--- src/design/amgsu_pkg.sv ---
// amgsu_pkg: shared constants and codes of the graph search unit.
// No dependencies; imported by every module of the block.
package amgsu_pkg;

   localparam int MAX_VERTICES_DEF = 32;
   localparam int ID_BITS_DEF      = 32;

   localparam int ACT_W  = 3;
   localparam int CNT_W  = 6;
   localparam int EDGE_W = 16;
   localparam int STAT_W = 2;
   localparam int VID_W  = 32;

   typedef enum logic [ACT_W-1:0] {
      ACT_ADD_VERTEX = 3'd0,
      ACT_ADD_EDGE   = 3'd1,
      ACT_EDGE_QUERY = 3'd2,
      ACT_DEGREE     = 3'd3,
      ACT_DEPTH      = 3'd4,
      ACT_BREADTH    = 3'd5,
      ACT_CLEAR      = 3'd6,
      ACT_UNUSED     = 3'd7
   } action_type;

   typedef enum logic [STAT_W-1:0] {
      ST_OK    = 2'd0,
      ST_FOUND = 2'd1,
      ST_ERROR = 2'd2
   } status_type;

endpackage

--- src/design/amgsu_ram.sv ---
// amgsu_ram: simple dual-port RAM, one write and one registered read port.
// Depends on amgsu_pkg for the default WIDTH and DEPTH.
module amgsu_ram
   import amgsu_pkg::*;
#(
   parameter int WIDTH = ID_BITS_DEF,
   parameter int DEPTH = MAX_VERTICES_DEF
) (
   input  logic                     clock,
   input  logic                     wr_en,
   input  logic [$clog2(DEPTH)-1:0] wr_addr,
   input  logic [WIDTH-1:0]         wr_data,
   input  logic                     rd_en,
   input  logic [$clog2(DEPTH)-1:0] rd_addr,
   output logic [WIDTH-1:0]         rd_data
);

   logic [WIDTH-1:0] mem [DEPTH];
   logic [WIDTH-1:0] rd_data_ff;

   always_ff @(posedge clock) begin
      if (wr_en) begin
         mem[wr_addr] <= wr_data;
      end
      if (rd_en) begin
         rd_data_ff <= mem[rd_addr];
      end
   end

   assign rd_data = rd_data_ff;

endmodule

--- src/design/adjacency_matrix_graph_search_unit.sv ---
// adjacency_matrix_graph_search_unit: directed graph store with edge/degree
// queries and depth-first / breadth-first search. Uses amgsu_pkg, amgsu_ram.
//
//  channel | direction | handshake           | payload
//  req     | in        | req_valid/req_ready | action, vertex_id, second_id
//  rsp     | out       | rsp_valid/rsp_ready | is_visit .. last (8 fields)
//
// Id lookup scans the id table one entry a cycle through one comparator, ending
// on a hit or after all n stored vertices. After accept and lookup: add vertex
// writes the id table; edge add/query reads the row, then sets or tests one bit;
// out-degree counts the row's bits. A search pops a vertex, reads its id and row,
// emits the visit, then scans the row. Reset and clear empty the graph via the
// vertex count and row valid bits. One item at a time; a waiting result does not
// stop the next item's work until that item itself needs the output register.
module adjacency_matrix_graph_search_unit
   import amgsu_pkg::*;
#(
   parameter int MAX_VERTICES = MAX_VERTICES_DEF,
   parameter int ID_BITS      = ID_BITS_DEF
) (
   input  logic               clock,
   input  logic               reset,
   input  logic               req_valid,
   output logic               req_ready,
   input  logic [ACT_W-1:0]   req_action,
   input  logic [ID_BITS-1:0] req_vertex_id,
   input  logic [ID_BITS-1:0] req_second_id,
   output logic               rsp_valid,
   input  logic               rsp_ready,
   output logic               rsp_is_visit,
   output logic [VID_W-1:0]   rsp_visited_id,
   output logic               rsp_edge_exists,
   output logic [CNT_W-1:0]   rsp_out_degree,
   output logic [CNT_W-1:0]   rsp_vertex_count,
   output logic [EDGE_W-1:0]  rsp_edge_count,
   output logic [STAT_W-1:0]  rsp_status,
   output logic               rsp_last
);

   localparam int VI = $clog2(MAX_VERTICES);
   localparam logic [CNT_W-1:0] MAXC = CNT_W'(MAX_VERTICES);
   localparam logic [MAX_VERTICES-1:0] ONE_ROW = {{(MAX_VERTICES-1){1'b0}}, 1'b1};

   typedef enum logic [3:0] {
      S_IDLE, S_LOOK, S_EXEC, S_ROW_WAIT, S_DEG, S_POP, S_POP_WAIT,
      S_VISIT, S_SCAN, S_FIN
   } state_type;

   state_type state_ff, state_in;
   action_type act_ff, act_in;
   logic [ID_BITS-1:0] a_ff, a_in, b_ff, b_in;
   logic lk_b_ff, lk_b_in, pv_ff, pv_in;
   logic [VI-1:0] pidx_ff, pidx_in, fi_ff, fi_in, ti_ff, ti_in, v_ff, v_in;
   logic fok_ff, fok_in, tok_ff, tok_in;
   logic [CNT_W-1:0] idx_ff, idx_in, cnt_ff, cnt_in, head_ff, head_in;
   logic [CNT_W-1:0] tail_ff, tail_in, deg_ff, deg_in;
   logic [EDGE_W-1:0] edges_ff, edges_in;
   logic [MAX_VERTICES-1:0] marks_ff, marks_in, rowv_ff, rowv_in, row_ff, row_in;
   logic adj_ok_ff, adj_ok_in, exists_ff, exists_in;
   status_type status_ff, status_in;

   logic rv_ff, rv_in, rvis_ff, rvis_in, rex_ff, rex_in, rlast_ff, rlast_in;
   logic [VID_W-1:0] rvid_ff, rvid_in;
   logic [CNT_W-1:0] rdeg_ff, rdeg_in, rcnt_ff, rcnt_in;
   logic [EDGE_W-1:0] redg_ff, redg_in;
   logic [STAT_W-1:0] rst_ff, rst_in;

   // memory ports
   logic id_we, id_re, adj_we, adj_re, pd_we, pd_re;
   logic [VI-1:0] id_wa, id_ra, adj_wa, adj_ra, pd_wa, pd_ra;
   logic [ID_BITS-1:0] id_wd, id_rd;
   logic [MAX_VERTICES-1:0] adj_wd, adj_rd;
   logic [VI-1:0] pd_wd, pd_rd;

   amgsu_ram #(.WIDTH(ID_BITS), .DEPTH(MAX_VERTICES)) u_id (
      .clock(clock), .wr_en(id_we), .wr_addr(id_wa), .wr_data(id_wd),
      .rd_en(id_re), .rd_addr(id_ra), .rd_data(id_rd));
   amgsu_ram #(.WIDTH(MAX_VERTICES), .DEPTH(MAX_VERTICES)) u_adj (
      .clock(clock), .wr_en(adj_we), .wr_addr(adj_wa), .wr_data(adj_wd),
      .rd_en(adj_re), .rd_addr(adj_ra), .rd_data(adj_rd));
   amgsu_ram #(.WIDTH(VI), .DEPTH(MAX_VERTICES)) u_pend (
      .clock(clock), .wr_en(pd_we), .wr_addr(pd_wa), .wr_data(pd_wd),
      .rd_en(pd_re), .rd_addr(pd_ra), .rd_data(pd_rd));

   logic slot_free, search, need_b, hit, lk_done;
   logic [ID_BITS-1:0] key;
   logic [MAX_VERTICES-1:0] row_now;
   logic [CNT_W-1:0] tail_dec;
   logic [VI-1:0] j;

   assign slot_free = !rv_ff || rsp_ready;
   assign search    = (act_ff == ACT_DEPTH) || (act_ff == ACT_BREADTH);
   assign need_b    = search || (act_ff == ACT_ADD_EDGE) || (act_ff == ACT_EDGE_QUERY);
   assign key       = lk_b_ff ? b_ff : a_ff;
   assign hit       = pv_ff && (id_rd == key) && (key != '0);
   assign lk_done   = (key == '0) || hit || ((idx_ff >= cnt_ff) && !pv_ff);
   // a row never written since the last clear reads as empty
   assign row_now   = adj_ok_ff ? adj_rd : '0;
   assign tail_dec  = tail_ff - CNT_W'(1);
   assign j         = idx_ff[VI-1:0];

   always_comb begin
      state_in = state_ff; act_in = act_ff; a_in = a_ff; b_in = b_ff;
      lk_b_in = lk_b_ff; pv_in = pv_ff; pidx_in = pidx_ff;
      fi_in = fi_ff; ti_in = ti_ff; v_in = v_ff; fok_in = fok_ff; tok_in = tok_ff;
      idx_in = idx_ff; cnt_in = cnt_ff; head_in = head_ff; tail_in = tail_ff;
      deg_in = deg_ff; edges_in = edges_ff; marks_in = marks_ff; rowv_in = rowv_ff;
      row_in = row_ff; adj_ok_in = adj_ok_ff; exists_in = exists_ff;
      status_in = status_ff;
      rv_in = rv_ff && !rsp_ready; rvis_in = rvis_ff; rvid_in = rvid_ff;
      rex_in = rex_ff; rdeg_in = rdeg_ff; rcnt_in = rcnt_ff; redg_in = redg_ff;
      rst_in = rst_ff; rlast_in = rlast_ff;
      id_we = 1'b0; id_wa = cnt_ff[VI-1:0]; id_wd = a_ff;
      id_re = 1'b0; id_ra = idx_ff[VI-1:0];
      adj_we = 1'b0; adj_wa = fi_ff; adj_wd = row_now | (ONE_ROW << ti_ff);
      adj_re = 1'b0; adj_ra = fi_ff;
      pd_we = 1'b0; pd_wa = tail_ff[VI-1:0]; pd_wd = j;
      pd_re = 1'b0; pd_ra = head_ff[VI-1:0];

      case (state_ff)
         S_IDLE: begin
            if (req_valid) begin
               act_in = action_type'(req_action);
               a_in = req_vertex_id; b_in = req_second_id;
               lk_b_in = 1'b0; pv_in = 1'b0; idx_in = '0;
               exists_in = 1'b0; deg_in = '0; status_in = ST_OK;
               fok_in = 1'b0; tok_in = 1'b0;
               state_in = S_LOOK;
               if (action_type'(req_action) == ACT_CLEAR) begin
                  cnt_in = '0; edges_in = '0; marks_in = '0; rowv_in = '0;
                  head_in = '0; tail_in = '0;
                  state_in = S_FIN;
               end else if (action_type'(req_action) == ACT_UNUSED) begin
                  status_in = ST_ERROR;
                  state_in = S_FIN;
               end
            end
         end
         S_LOOK: begin
            if (lk_done) begin
               if (!lk_b_ff) begin
                  fok_in = hit; fi_in = pidx_ff;
               end else begin
                  tok_in = hit; ti_in = pidx_ff;
               end
               if (!lk_b_ff && need_b && hit) begin
                  lk_b_in = 1'b1; pv_in = 1'b0; idx_in = '0;
               end else begin
                  state_in = S_EXEC;
               end
            end else if (idx_ff < cnt_ff) begin
               id_re = 1'b1; pv_in = 1'b1; pidx_in = j; idx_in = idx_ff + CNT_W'(1);
            end else begin
               pv_in = 1'b0;
            end
         end
         S_EXEC: begin
            state_in = S_FIN;
            case (act_ff)
               ACT_ADD_VERTEX: begin
                  if (a_ff == '0) begin
                     status_in = ST_ERROR;
                  end else if (!fok_ff) begin
                     if (cnt_ff >= MAXC) begin
                        status_in = ST_ERROR;
                     end else begin
                        id_we = 1'b1; cnt_in = cnt_ff + CNT_W'(1);
                     end
                  end
               end
               ACT_ADD_EDGE: begin
                  if (!(fok_ff && tok_ff)) begin
                     status_in = ST_ERROR;
                  end else begin
                     if (edges_ff != '1) edges_in = edges_ff + EDGE_W'(1);
                     adj_re = 1'b1; adj_ok_in = rowv_ff[fi_ff]; state_in = S_ROW_WAIT;
                  end
               end
               ACT_EDGE_QUERY: begin
                  if (fok_ff && tok_ff) begin
                     adj_re = 1'b1; adj_ok_in = rowv_ff[fi_ff]; state_in = S_ROW_WAIT;
                  end
               end
               ACT_DEGREE: begin
                  if (!fok_ff) begin
                     status_in = ST_ERROR;
                  end else begin
                     adj_re = 1'b1; adj_ok_in = rowv_ff[fi_ff]; state_in = S_ROW_WAIT;
                  end
               end
               ACT_DEPTH, ACT_BREADTH: begin
                  if (!(fok_ff && tok_ff)) begin
                     status_in = ST_ERROR;
                  end else begin
                     marks_in = ONE_ROW << fi_ff;
                     head_in = '0; tail_in = CNT_W'(1);
                     pd_we = 1'b1; pd_wa = '0; pd_wd = fi_ff;
                     state_in = S_POP;
                  end
               end
               default: status_in = ST_ERROR;
            endcase
         end
         S_ROW_WAIT: begin
            state_in = S_FIN;
            case (act_ff)
               ACT_ADD_EDGE: begin
                  adj_we = 1'b1; rowv_in[fi_ff] = 1'b1;
               end
               ACT_EDGE_QUERY: exists_in = row_now[ti_ff];
               default: begin
                  row_in = row_now; idx_in = '0; state_in = S_DEG;
               end
            endcase
         end
         S_DEG: begin
            if (idx_ff < cnt_ff) begin
               deg_in = deg_ff + CNT_W'(row_ff[j]);
               idx_in = idx_ff + CNT_W'(1);
            end else begin
               state_in = S_FIN;
            end
         end
         S_POP: begin
            if (tail_ff > head_ff) begin
               pd_re = 1'b1;
               if (act_ff == ACT_DEPTH) begin
                  pd_ra = tail_dec[VI-1:0]; tail_in = tail_dec;
               end else begin
                  head_in = head_ff + CNT_W'(1);
               end
               state_in = S_POP_WAIT;
            end else begin
               status_in = ST_OK; state_in = S_FIN;
            end
         end
         S_POP_WAIT: begin
            v_in = pd_rd;
            id_re = 1'b1; id_ra = pd_rd;
            adj_re = 1'b1; adj_ra = pd_rd; adj_ok_in = rowv_ff[pd_rd];
            state_in = S_VISIT;
         end
         S_VISIT: begin
            if (slot_free) begin
               rv_in = 1'b1; rvis_in = 1'b1; rvid_in = VID_W'(id_rd);
               rex_in = 1'b0; rdeg_in = '0; rcnt_in = cnt_ff; redg_in = edges_ff;
               rst_in = ST_OK; rlast_in = 1'b0;
               if (v_ff == ti_ff) begin
                  status_in = ST_FOUND; state_in = S_FIN;
               end else begin
                  row_in = row_now; idx_in = '0; state_in = S_SCAN;
               end
            end
         end
         S_SCAN: begin
            if (idx_ff < cnt_ff) begin
               if (row_ff[j] && !marks_ff[j]) begin
                  marks_in[j] = 1'b1;
                  if (tail_ff < MAXC) begin
                     pd_we = 1'b1; tail_in = tail_ff + CNT_W'(1);
                  end
               end
               idx_in = idx_ff + CNT_W'(1);
            end else begin
               state_in = S_POP;
            end
         end
         S_FIN: begin
            if (slot_free) begin
               rv_in = 1'b1; rvis_in = 1'b0; rvid_in = '0;
               rex_in = exists_ff; rdeg_in = deg_ff; rcnt_in = cnt_ff;
               redg_in = edges_ff; rst_in = status_ff; rlast_in = 1'b1;
               state_in = S_IDLE;
            end
         end
         default: state_in = S_IDLE;
      endcase
   end

   always_ff @(posedge clock) begin
      if (reset) begin
         state_ff <= S_IDLE; cnt_ff <= '0; edges_ff <= '0; marks_ff <= '0;
         rowv_ff <= '0; head_ff <= '0; tail_ff <= '0; rv_ff <= 1'b0;
         lk_b_ff <= 1'b0; pv_ff <= 1'b0;
      end else begin
         state_ff <= state_in; cnt_ff <= cnt_in; edges_ff <= edges_in;
         marks_ff <= marks_in; rowv_ff <= rowv_in; head_ff <= head_in;
         tail_ff <= tail_in; rv_ff <= rv_in; lk_b_ff <= lk_b_in; pv_ff <= pv_in;
      end
      act_ff <= act_in; a_ff <= a_in; b_ff <= b_in; pidx_ff <= pidx_in;
      fi_ff <= fi_in; ti_ff <= ti_in; v_ff <= v_in; fok_ff <= fok_in;
      tok_ff <= tok_in; idx_ff <= idx_in; deg_ff <= deg_in; row_ff <= row_in;
      adj_ok_ff <= adj_ok_in; exists_ff <= exists_in; status_ff <= status_in;
      rvis_ff <= rvis_in; rvid_ff <= rvid_in; rex_ff <= rex_in; rdeg_ff <= rdeg_in;
      rcnt_ff <= rcnt_in; redg_ff <= redg_in; rst_ff <= rst_in; rlast_ff <= rlast_in;
   end

   assign req_ready        = (state_ff == S_IDLE);
   assign rsp_valid        = rv_ff;
   assign rsp_is_visit     = rvis_ff;
   assign rsp_visited_id   = rvid_ff;
   assign rsp_edge_exists  = rex_ff;
   assign rsp_out_degree   = rdeg_ff;
   assign rsp_vertex_count = rcnt_ff;
   assign rsp_edge_count   = redg_ff;
   assign rsp_status       = rst_ff;
   assign rsp_last         = rlast_ff;

endmodule

--- config.mk ---
export PLATFORM = sky130hd
export DESIGN_NAME = adjacency_matrix_graph_search_unit
export DESIGN_NICKNAME = d
export VERILOG_FILES = /design/src/design/amgsu_pkg.sv /design/src/design/amgsu_ram.sv /design/src/design/adjacency_matrix_graph_search_unit.sv
export SDC_FILE = /design/constraint.sdc
export NUM_CORES = 2
export LEC_CHECK = 0
export BUFFER_PORTS_ARGS = -buffer_cell sky130_fd_sc_hd__buf_2
export CAP_MARGIN = 30
export CORE_MARGIN = 4
export CORE_UTILIZATION = 40
export DETAILED_ROUTE_END_ITERATION = 8
export PLACE_DENSITY_LB_ADDON = 0.2
export SKIP_LAST_GASP = 1
export SYNTH_ARGS = -nofsm -noshare
export SYNTH_HDL_FRONTEND = slang
export SYNTH_SLANG_ARGS = --single-unit
--- constraint.sdc ---
create_clock -name clock -period 3.55 [get_ports clock]
set_clock_uncertainty 0.05 [all_clocks]
set_input_delay 0.71 -clock clock [delete_from_list [all_inputs] [get_ports clock]]
set_output_delay 0.71 -clock clock [all_outputs]
set_load 0.05 [all_outputs]
==> impl_metrics.tcl <==
set metrics [dict create \
    synthArstFlopShare_pct 0 \
    drive_above_1_share_pct 25.85 \
    drt-wirelength-per-cell_um 28.59 \
    area_growth_pct 19.00 \
    status "finished clean" \
    wl_met2_um 134100 \
    leakage_nw 40.23 \
    yosys_warnings 0 \
    rsz0062_at_grt "yes" \
    slew_viol_final 0 \
    worst_setup_path_start_kind "flop" \
    dieWidth_um 514.2 \
    synthFlopType "edfxtp_1" \
    met3WireLength_um 21050 \
    yosysSeqAreaShare_pct 74.69 \
    dieArea_um2 264400 \
    synth-seq-cells 2584 \
    grt_pass1_vias 57113 \
    cts_tree "built" \
    layout_common_cells "2,479 x edfxtp_1, 800 x nand2_1, 558 x mux4_2" \
    io_buffers 137 \
    layout_commonest_cell "edfxtp_1" \
    initial_core_util_pct 40.25 \
    gp_congestion 0.8381 \
    p_seq_share_pct 42.1 \
    clkPwrFrac_pct 33.6 \
    grt_first_pass_wirelength_um 414000 \
    internal-power_mw 60.42 \
    cts_max_level 5 \
    dp_slack_ns -0.05420 \
    clock_path_buffers 4 \
    cp-end-kind "flop" \
    hpwl_um 174700 \
    path_max_fanout 12 \
    finalNonFillerCells 10000 \
    drc 0 \
    syn_area_um2 102500 \
    root_buffer "clkbuf_16" \
    setup_viol_count_final 0 \
    required_ns 4.16 \
    post-route-period-util_pct 97.81 \
    finalWorstSetupSlack_ns 0.07759 \
    cts_sinks 2584 \
    fin_crit_ns 3.472 \
    drt-met1-wl_um 124500 \
    num_rows 185 \
    clock_latency_ns 0.94 \
    finalPower_mw 85.24 \
    cp.arrival_ns 4.08 \
    via_per_inst 5.683 \
    power.switching_mw 24.83 \
    max-vdd-ir-drop_v 0.0005749 \
    fin_util_pct 47.90 \
    max_freq_mhz 288.0 \
    comb_power_share_pct 24.3 \
    swShare_pct 29.12 \
    die_height_um 514.2 \
    hold_path.class "in2reg" \
    synth_cell_type_count 72 \
    tns_ns 0 \
    first_iter_violations 6303 \
    worstMarginPinSlew_ns 1.053 \
    highest_layer "met4" \
    overflow 0 \
    synth_edf_count 2479 \
    grt_max_degree 65 \
    drv_cap 0 \
    powerDensity_nw_per_um2 699.0 \
    timing_hold_violations_final 0 \
    num-nets-final 6524 \
    synth_cells 5771 \
    cts_made_buffers 293 \
    io_pins 138 \
    critPathKind "reg2reg" \
    clk_pin_slew_ns 0.06 \
    core_um2 254600 \
    num_vias 56827 \
    syn_avg_cell_area_um2 17.76 \
    slew_headroom_pct 29.81 \
    dr.pass1.iters 6 \
    antenna_found_initial 19 \
    place_inst 9431 \
    syn-num-nets 5868 \
    ant_nets 0 \
    grt.total_usage_pct 21.39 \
    wirelength_um 285900 \
]
final cells by class:
class                   count  area [um2]
flip-flops and latches   2584       76550
clock inverters           137        1155
fillers                 21294      132700
repair buffers            686        6948
well taps                3366        4212
clock buffers             362        7811
inverters                  71       269.0
diodes                      3       7.507
multi-input cells        2791       25010
through the flow:
| step | instance area, um2 | hold WS (ns) |
|---|---|---|
| after global routing | 122000 | 0.01549 |
| after floorplan | 102500 | 0.3564 |
| after global placement | 112100 | 0.3856 |
| after detailed placement | 112200 | 0.3821 |
| final | 122000 | 0.05485 |
| after CTS | 121800 | 0.01069 |
power by group through the flow:
| stage | clock (mW) | sequential, mW | combinational (mW) |
|---|---|---|---|
| 4_1_cts | 29.2 | 35.9 | 20.9 |
| 3_3_place_gp | 0 | 36.5 | 20.7 |
| 6_report | 28.6 | 35.9 | 20.7 |
| 5_1_grt | 30.6 | 35.9 | 22.2 |
| 3_5_place_dp | 0 | 36.5 | 20.8 |
| 2_1_floorplan | 0 | 36.9 | 12.2 |
kinds of logic (layout without fill, tap and decap cells):
group	Yosys count	in the layout	share of synthesized area [%]
compound gates	366	366	2.168
xor+xnor	65	65	0.5555
fa+ha+maj	27	27	0.3272
buf+inv	396	1256	1.721
flops	2584	2584	74.69
mux	678	678	13.44
other cells	0	3	0
simple gates	1655	1655	7.099
layer usage:
layer | vias to the layer above | global-route usage (%)
li1 | 24109 | -
met1 | 30000 | 31.13
met2 | 2314 | 33.80
met3 | 404 | 3.670
met4 | 0 | 5.139
met5 | - | 0
sequential cells by signal (all words and copies together) (netlist names), 6 cells and up:
register and flops:
rsp_vertex_count 6, cnt_ff 6, marks_ff 32, rowv_ff 32
a_ff 32, tail_ff 6, u_id.rd_data 32, rsp_out_degree 6
rsp_edge_count 16, u_id.mem 1024, deg_ff 6, rsp_visited_id 32
row_ff 32, u_pend.mem 160, b_ff 32, edges_ff 16
head_ff 6, u_adj.rd_data 32, u_adj.mem 1024, idx_ff 6
synth_stat cells (all sizes together) (3+ instances only):
| cell | count | area, um2 |
|---|---|---|
| nor2b | 42 | 262.8 |
| nand2 | 808 | 3033 |
| nand4b | 3 | 26.28 |
| or3 | 13 | 81.33 |
| o21ai | 128 | 640.6 |
| o211ai | 4 | 30.03 |
| o22ai | 37 | 231.5 |
| nor3b | 7 | 52.55 |
| a21oi | 80 | 400.4 |
| nand3b | 8 | 60.06 |
| mux4 | 558 | 12570 |
| and3b | 3 | 26.28 |
| a222oi | 4 | 40.04 |
| clkbuf | 180 | 676.9 |
| a21o | 3 | 22.52 |
| a41o | 4 | 40.04 |
| ha | 26 | 325.3 |
| buf | 145 | 820.8 |
| mux2 | 4 | 45.04 |
| and3 | 13 | 81.33 |
| nor4 | 30 | 187.7 |
| nand2b | 8 | 50.05 |
| a211oi | 8 | 60.06 |
| a22o | 4 | 35.03 |
| a311oi | 4 | 35.03 |
| dfxtp | 105 | 2102 |
| a32oi | 7 | 61.31 |
| o21a | 5 | 37.54 |
| and2 | 22 | 137.6 |
| nor3 | 39 | 210.2 |
| nand4 | 23 | 143.9 |
| edfxtp | 2479 | 74440 |
| a31oi | 46 | 287.8 |
| mux2i | 116 | 1161 |
| o2111a | 5 | 56.30 |
| nand3 | 393 | 1967 |
| or2 | 4 | 25.02 |
| xor2 | 14 | 122.6 |
| o221a | 3 | 33.78 |
| a221oi | 4 | 35.03 |
| nor2 | 235 | 887.1 |
| xnor2 | 51 | 446.7 |
| inv | 71 | 266.5 |
| o31ai | 3 | 27.52 |
final timing paths:
check	startpoint	endpoint	slack, ns	cells past startpoint
worst max register to register	idx_ff[0]$_DFFE_PP_	u_pend.mem[8][3]$_DFFE_PP_	0.08	12
worst min-delay path	req_vertex_id[7]	a_ff[7]$_DFFE_PP_	0.05	1
worst max-delay path	idx_ff[0]$_DFFE_PP_	u_pend.mem[8][3]$_DFFE_PP_	0.08	12
worst min register to register	pidx_ff[3]$_DFFE_PP_	adj_wa[3]$_DFFE_PP_	0.38	0
critical path, stage by stage, from the launching register on:
cell and delay (ns):
edfxtp_1 0.37, buf_12 0.16, mux4_2 0.49, a22o_1 0.26, nor4_2 0.26, buf_4 0.15
nand4_1 0.23, nor3_2 0.23, buf_4 0.17, inv_2 0.04, or4b_4 0.52, nor2_1 0.13
buf_4 0.16
what timing repair did:
item / 4_1_cts / 5_1_grt
hold buffers: 61 / 0
buffers inserted: 0 / 6
cloned: 0 / 0
setup endpoints to repair: 48 / 174
pin swaps: 1 / 6
endpoints found under the hold margin: 61 / 0
resized for setup: 5 / 20
Power figures use the tool's default switching activity.
